==> src/design/qsp_pkg.sv <==
// ----------------------------------------------------------------------------
// qsp_pkg
// Shared types, codes and keyword tables of the QCIR-G14 stream parser.
// ----------------------------------------------------------------------------
package qsp_pkg;

  localparam int LINE_BITS_DEF = 24;
  localparam int OUT_LINE_W    = 24;
  localparam int QUEUE_DEPTH   = 4;
  localparam int QPTR_W        = 2;
  localparam int QCNT_W        = 3;
  localparam int MAX_PER_BYTE  = 2;
  localparam int STEP_LIMIT    = 8;

  // parse phases, one-hot
  typedef enum logic [26:0] {
    PH_HDR       = 27'b1 << 0,
    PH_HASH      = 27'b1 << 1,
    PH_G         = 27'b1 << 2,
    PH_SKIPLINE  = 27'b1 << 3,
    PH_FREE      = 27'b1 << 4,
    PH_FR        = 27'b1 << 5,
    PH_QUANT     = 27'b1 << 6,
    PH_OUT       = 27'b1 << 7,
    PH_KW        = 27'b1 << 8,
    PH_VL_OPEN   = 27'b1 << 9,
    PH_VL_ITEM   = 27'b1 << 10,
    PH_VL_SEP    = 27'b1 << 11,
    PH_NL_QUANT  = 27'b1 << 12,
    PH_OUT_OPEN  = 27'b1 << 13,
    PH_OUT_LIT   = 27'b1 << 14,
    PH_OUT_CLOSE = 27'b1 << 15,
    PH_NL_OUT    = 27'b1 << 16,
    PH_VAR_START = 27'b1 << 17,
    PH_VAR_BODY  = 27'b1 << 18,
    PH_G_START   = 27'b1 << 19,
    PH_G_EQ      = 27'b1 << 20,
    PH_G_OP      = 27'b1 << 21,
    PH_G_OPEN    = 27'b1 << 22,
    PH_G_ITEM    = 27'b1 << 23,
    PH_G_SEP     = 27'b1 << 24,
    PH_NL_GATE   = 27'b1 << 25,
    PH_DONE      = 27'b1 << 26
  } phase_t;

  localparam logic [2:0] EV_QOPEN  = 3'd0;
  localparam logic [2:0] EV_NCHAR  = 3'd1;
  localparam logic [2:0] EV_NEND   = 3'd2;
  localparam logic [2:0] EV_QCLOSE = 3'd3;
  localparam logic [2:0] EV_GTYPE  = 3'd4;
  localparam logic [2:0] EV_GCLOSE = 3'd5;
  localparam logic [2:0] EV_FEND   = 3'd6;
  localparam logic [2:0] EV_ERROR  = 3'd7;

  localparam logic [2:0] ERR_KEYWORD  = 3'd0;
  localparam logic [2:0] ERR_EOF_KW   = 3'd1;
  localparam logic [2:0] ERR_EXP_CHAR = 3'd2;
  localparam logic [2:0] ERR_EXP_VAR  = 3'd3;
  localparam logic [2:0] ERR_GATE_OP  = 3'd4;
  localparam logic [2:0] ERR_NEWLINE  = 3'd5;

  localparam logic [1:0] QK_FREE   = 2'd0;
  localparam logic [1:0] QK_EXISTS = 2'd1;
  localparam logic [1:0] QK_FORALL = 2'd2;

  localparam logic [1:0] GK_AND = 2'd0;
  localparam logic [1:0] GK_OR  = 2'd1;
  localparam logic [1:0] GK_XOR = 2'd2;
  localparam logic [1:0] GK_ITE = 2'd3;

  localparam logic [1:0] ROLE_QVAR   = 2'd0;
  localparam logic [1:0] ROLE_OUTLIT = 2'd1;
  localparam logic [1:0] ROLE_GVAR   = 2'd2;
  localparam logic [1:0] ROLE_GLIT   = 2'd3;

  localparam logic [3:0] KW_QCIR   = 4'd0;
  localparam logic [3:0] KW_14     = 4'd1;
  localparam logic [3:0] KW_AND    = 4'd2;
  localparam logic [3:0] KW_OR     = 4'd3;
  localparam logic [3:0] KW_XOR    = 4'd4;
  localparam logic [3:0] KW_ITE    = 4'd5;
  localparam logic [3:0] KW_EXISTS = 4'd6;
  localparam logic [3:0] KW_FORALL = 4'd7;
  localparam logic [3:0] KW_FREE   = 4'd8;
  localparam logic [3:0] KW_OUTPUT = 4'd9;
  localparam logic [3:0] KW_COUNT  = 4'd10;

  typedef struct packed {
    logic [2:0]            ev;
    logic [1:0]            kind;
    logic [1:0]            role;
    logic [7:0]            ch;
    logic                  neg;
    logic [2:0]            code;
    logic [OUT_LINE_W-1:0] line;
    logic                  last;
  } res_t;

  function automatic logic [2:0] kw_len(input logic [3:0] id);
    logic [2:0] l;
    unique case (id)
      KW_QCIR:   l = 3'd5;
      KW_14:     l = 3'd2;
      KW_AND:    l = 3'd3;
      KW_OR:     l = 3'd2;
      KW_XOR:    l = 3'd3;
      KW_ITE:    l = 3'd3;
      KW_EXISTS: l = 3'd6;
      KW_FORALL: l = 3'd6;
      KW_FREE:   l = 3'd4;
      KW_OUTPUT: l = 3'd6;
      default:   l = 3'd0;
    endcase
    return l;
  endfunction

  function automatic logic [7:0] kw_char(input logic [3:0] id, input logic [2:0] pos);
    logic [47:0] s;
    int          idx;
    unique case (id)
      KW_QCIR:   s = 48'("qcir-");
      KW_14:     s = 48'("14");
      KW_AND:    s = 48'("and");
      KW_OR:     s = 48'("or");
      KW_XOR:    s = 48'("xor");
      KW_ITE:    s = 48'("ite");
      KW_EXISTS: s = 48'("exists");
      KW_FORALL: s = 48'("forall");
      KW_FREE:   s = 48'("free");
      KW_OUTPUT: s = 48'("output");
      default:   s = '0;
    endcase
    // strings are right aligned: first char sits highest
    idx = int'(kw_len(id)) - 1 - int'(pos);
    if (idx < 0 || idx > 5) begin
      return 8'd0;
    end
    return s[8*idx +: 8];
  endfunction

  function automatic res_t mk_res(input logic [2:0] ev, input logic [1:0] kind,
                                  input logic [1:0] role, input logic [7:0] ch,
                                  input logic neg, input logic [2:0] code,
                                  input logic [OUT_LINE_W-1:0] line);
    res_t r;
    r.ev   = ev;
    r.kind = kind;
    r.role = role;
    r.ch   = ch;
    r.neg  = neg;
    r.code = code;
    r.line = line;
    r.last = 1'b0;
    return r;
  endfunction

endpackage

==> src/design/qsp_res_queue.sv <==
// ----------------------------------------------------------------------------
// qsp_res_queue
// Small result queue: takes up to two results a cycle, hands out one.
// ----------------------------------------------------------------------------
module qsp_res_queue
  import qsp_pkg::*;
(
  input  logic       clk,
  input  logic       rst_n,
  input  res_t       res0,
  input  res_t       res1,
  input  logic [1:0] res_n,
  output logic       room,
  output logic       q_valid,
  input  logic       q_ready,
  output res_t       q_data
);

  res_t              mem [QUEUE_DEPTH];
  logic [QPTR_W-1:0] wp_r, wp_nxt, rp_r, rp_nxt;
  logic [QCNT_W-1:0] cnt_r, cnt_nxt;
  logic              pop;

  assign q_valid = (cnt_r != '0);
  assign q_data  = mem[rp_r];
  assign pop     = q_valid && q_ready;
  assign room    = (cnt_r <= QCNT_W'(QUEUE_DEPTH - MAX_PER_BYTE));
  assign wp_nxt  = wp_r + QPTR_W'(res_n);
  assign rp_nxt  = rp_r + QPTR_W'(pop);
  assign cnt_nxt = cnt_r + QCNT_W'(res_n) - QCNT_W'(pop);

  always_ff @(posedge clk) begin
    if (res_n != 2'd0) mem[wp_r] <= res0;
    if (res_n == 2'd2) mem[wp_r + QPTR_W'(1)] <= res1;
  end

  always_ff @(posedge clk) begin
    if (!rst_n) begin
      wp_r  <= '0;
      rp_r  <= '0;
      cnt_r <= '0;
    end else begin
      wp_r  <= wp_nxt;
      rp_r  <= rp_nxt;
      cnt_r <= cnt_nxt;
    end
  end

`ifndef NO_ASSERTIONS
  a_no_overflow: assert property (@(posedge clk) disable iff (!rst_n)
    res_n != 2'd0 |-> QCNT_W'(res_n) + cnt_r <= QCNT_W'(QUEUE_DEPTH))
    else $error("result queue overflow");
  a_count_bound: assert property (@(posedge clk) disable iff (!rst_n)
    cnt_r <= QCNT_W'(QUEUE_DEPTH))
    else $error("queue count out of range");
  a_pop_tracks: assert property (@(posedge clk) disable iff (!rst_n)
    (res_n == 2'd0 && pop) |=> cnt_r == $past(cnt_r) - QCNT_W'(1))
    else $error("queue count lost a pop");
`endif

endmodule

==> config.mk <==
export PLATFORM = sky130hd
export DESIGN_NAME = qsp_res_queue
export DESIGN_NICKNAME = d
export VERILOG_FILES = /design/src/design/qsp_pkg.sv /design/src/design/qsp_res_queue.sv
export SDC_FILE = /design/constraint.sdc
export NUM_CORES = 1
export LEC_CHECK = 0
export ABC_AREA = 1
export ABC_CLOCK_PERIOD_IN_PS = 7250
export CORE_MARGIN = 2
export CORE_UTILIZATION = 50
export DETAILED_ROUTE_END_ITERATION = 10
export DONT_BUFFER_PORTS = 1
export GPL_TIMING_DRIVEN = 1
export PLACE_DENSITY = 0.64
export RECOVER_POWER = 50
export SLEW_MARGIN = 15
export SYNTH_ARGS = -nofsm -noshare
export SYNTH_HDL_FRONTEND = slang
export SYNTH_SLANG_ARGS = --single-unit
==> constraint.sdc <==
create_clock -name clk -period 7.25 [get_ports clk]
set_clock_uncertainty 0.15 [all_clocks]
set_input_delay 0.3625 -clock clk [delete_from_list [all_inputs] [get_ports clk]]
set_output_delay 0.3625 -clock clk [all_outputs]
set_load 0.03 [all_outputs]
==> results.py <==
metrics = {
    "timing": {
        "slew_headroom_pct": -99.3,
        "tns_ns": 0,
        "min_period_ns": 4.90,
        "finalHoldViolCount": 0,
        "whs_ns": 0.00574,
        "fmax_ghz": 0.204,
        "tightest_slew_ns": 2.98,
        "rsz0062_at_grt": "no",
        "period_share_pct": 67.6,
        "drv_slew": 419,
        "setup_viol": 0,
    },
    "finish": {
        "fin_area_sq_um": 9840,
        "area_growth_pct": 11.0,
        "fin_nets": 1025,
        "final_util_pct": 56.9,
        "drive_gt1_share_pct": 4.14,
    },
    "clock_network": {
        "clkLatencyLatePin_ns": 0.43,
        "cts_resized": 0,
        "cts_buffers": 17,
        "cts-root-buf": "clkbuf_16",
        "clock-sinks": 183,
        "cts_tree": "yes",
        "cts_buffer_depth": 2,
        "clk_pin_slew_ns": 0.07,
        "htree_levels": 4,
    },
    "floorplan": {
        "die_h_um": 137,
        "die_x_um": 137,
        "core_area_sq_um": 17300,
        "start_util_pct": 51.3,
        "row_count": 48,
        "ios": 139,
        "dieArea_sq_um": 18800,
    },
    "setup_path": {
        "crit_slowest_cell": "nand2_1",
        "start_kind": "register",
        "crit_required_ns": 7.22,
        "path_buf_inv": 2,
        "crit_type": "register to register",
        "crit_path_max_incr_delay_ns": 1.99,
        "arrival_ns": 4.87,
        "endpoint_kind": "register",
        "cpLargestDelayFamily": "simple AND/OR/NAND/NOR gates",
        "cp_cell_sequence": "inv_1, nor2_1, nand2_1, o31ai_1, buf_4",
        "cp_max_fo": 89,
    },
    "synth": {
        "synthSimpleGateAreaFrac_pct": 13.3,
        "synthFlopType": "edfxtp_1",
        "synth.area.mux_share_pct": 0,
        "yosysWarningCount": 0,
        "yosys.area_share.adder_pct": 0.649,
        "synth.avg_cell_area_sq_um": 9.62,
        "syn_inst": 922,
        "synthesis.nets": 1019,
        "netlist_area_sq_um": 8870,
        "synth-edff-count": 176,
        "synth_top_family_by_area": "compound AO/OA/AOI/OAI gates",
        "ys_seq_elements": 183,
        "ys_types": 30,
        "synth_xor_area_share_pct": 0.197,
        "synth_compound_area_share_pct": 18.7,
        "async_flop_share_pct": 0,
        "yosysSeqAreaShare_pct": 61.2,
    },
    "power": {
        "cellInternalPower_mw": 1.95,
        "swShare_pct": 34.3,
        "comb_power_share_pct": 23.4,
        "power_density_nw_per_um2": 301,
        "p_leak_nw": 3.86,
        "seqPwrFrac_pct": 46.2,
        "p_clk_share_pct": 30.4,
        "p_switching_mw": 1.02,
        "max-vdd-ir-drop_uv": 189,
        "power_mw": 2.97,
    },
    "drt": {
        "wl_per_cell_um": 18.0,
        "dr.pass1.iters": 5,
        "wl_mm": 20.9,
        "viasPerCell": 5.56,
        "postRouteAntennaNets": 0,
        "drc": 0,
        "drtIter0Drc": 566,
        "vias": 6487,
    },
    "run_status": {
        "run_status": "finished, violations left",
        "violations": "max-capacitance violations, max-slew violations",
    },
    "global_route": {
        "grt_max_degree": 93,
        "grt_overflow": 0,
        "grt_pass1_vias": 6199,
        "grtUsageTotal_pct": 23.0,
        "grt_pass1_wl_mm": 32.6,
        "antenna_found_initial": 1,
    },
    "hold_path": {
        "hp-class": "input pin to register",
    },
    "run": {
        "drv_cap": 6,
    },
    "placement": {
        "dpl_cell_area_sq_um": 8900,
        "hpwl_mm": 12.2,
        "gp_congestion": 0.757,
        "portBuffers": 0,
    },
}
==> worst register-to-register path: stages, from the launching register on <==
cell and delay [ns]:
dfxtp_1 0.34, inv_1 0.11, nor2_1 0.08, nand2_1 1.99
o31ai_1 1.24, buf_4 0.66
==> power by group through the flow <==
| stage | Sequential [mW] | Combinational [mW] | Clock, mW |
|---|---|---|---|
| finish | 1.37 | 0.695 | 0.902 |
| global route | 1.38 | 0.764 | 0.950 |
| CTS | 1.37 | 0.707 | 0.908 |
| detailed placement | 1.39 | 0.676 | 0 |
| global placement | 1.39 | 0.665 | 0 |
| floorplan | 1.33 | 0.596 | 0 |
==> cell families after synthesis <==
kind of cell | after synthesis
xor gates and xnor gates | 2
AOI/OAI and AO/OA | 312
DFF | 183
and+or+nand+nor | 300
buffers and inverters | 121
adders and majority gates | 4
==> metal layers <==
layer  part of all wire, %  GRT usage [%]  vias to the layer above
met1                    43           29.5                     3032
met3                   6.4           5.33                       23
met4                   1.4           7.73                        0
met2                    49           38.6                      208
met5                     0              0                        -
li1                      -              -                     3224
==> placed cells by master, fill, tap and decap left out, types with 3 or more instances in the layout <==
master	count
o21ai_0	263
nand2_1	194
edfxtp_1	176
nor2_1	99
inv_1	54
dlygate4sd3_1	47
o22ai_1	44
clkbuf_16	17
dfxtp_1	6
buf_4	4
inv_2	3
nand3_1	3
ha_1	3
clkinvlp_4	3
clkinv_2	3
==> final timing paths <==
kind,slack (ns),depth (start not counted),end,start
max reg2reg,2.35,5,mem[3][15],wp_r[1]
min reg2reg,0.36,2,cnt_r[2],cnt_r[2]
min,0.006,2,mem[3][39],res0[39]
max,2.35,5,mem[3][15],wp_r[1]
==> layout make-up <==
| type | count | area [sq um] |
|---|---|---|
| Antenna cell | 1 | 2.50 |
| Clock buffer | 19 | 433 |
| Clock inverter | 13 | 131 |
| Fill cell | 1543 | 7450 |
| Inverter | 57 | 214 |
| Multi-Input combinational cell | 618 | 2850 |
| Sequential cell | 183 | 5430 |
| Tap cell | 225 | 282 |
| Timing Repair Buffer | 51 | 500 |
==> timing repair <==
item	CTS	global route
endpoints found under the setup margin	0	0
endpoints found under the hold margin	179	0
hold buffers	47	0
setup buffers	0	0
==> stage by stage <==
step           setup WS, ns  instances
2_1_floorplan          2.74        922
3_3_place_gp           4.14       1087
3_5_place_dp           4.11       1087
4_1_cts                3.66       1166
5_1_grt                1.90       1167
6_report               2.35       1167
==> synth_stat cells, types with 2 or more instances <==
cell type | instances | share of area, %
nand3_1 | 2 | 0.11
o21ai_1 | 22 | 1.2
a21oi_1 | 2 | 0.11
o22ai_1 | 44 | 3.1
nor2_1 | 97 | 4.1
clkbuf_2 | 2 | 0.11
clkbuf_1 | 39 | 1.7
edfxtp_1 | 176 | 60
buf_6 | 7 | 0.89
inv_1 | 53 | 2.2
o21ai_2 | 10 | 0.99
dfxtp_1 | 7 | 1.6
inv_2 | 4 | 0.17
nand2_1 | 193 | 8.2
buf_2 | 14 | 0.79
o21ai_0 | 233 | 13
nand2_2 | 2 | 0.14
ha_1 | 3 | 0.42
==> sequential cells by signal (all words and copies together) (netlist names) <==
register  cells
mem         176
rp_r          2
cnt_r         3
wp_r          2
No activity file was read; power rests on OpenSTA's default activity.
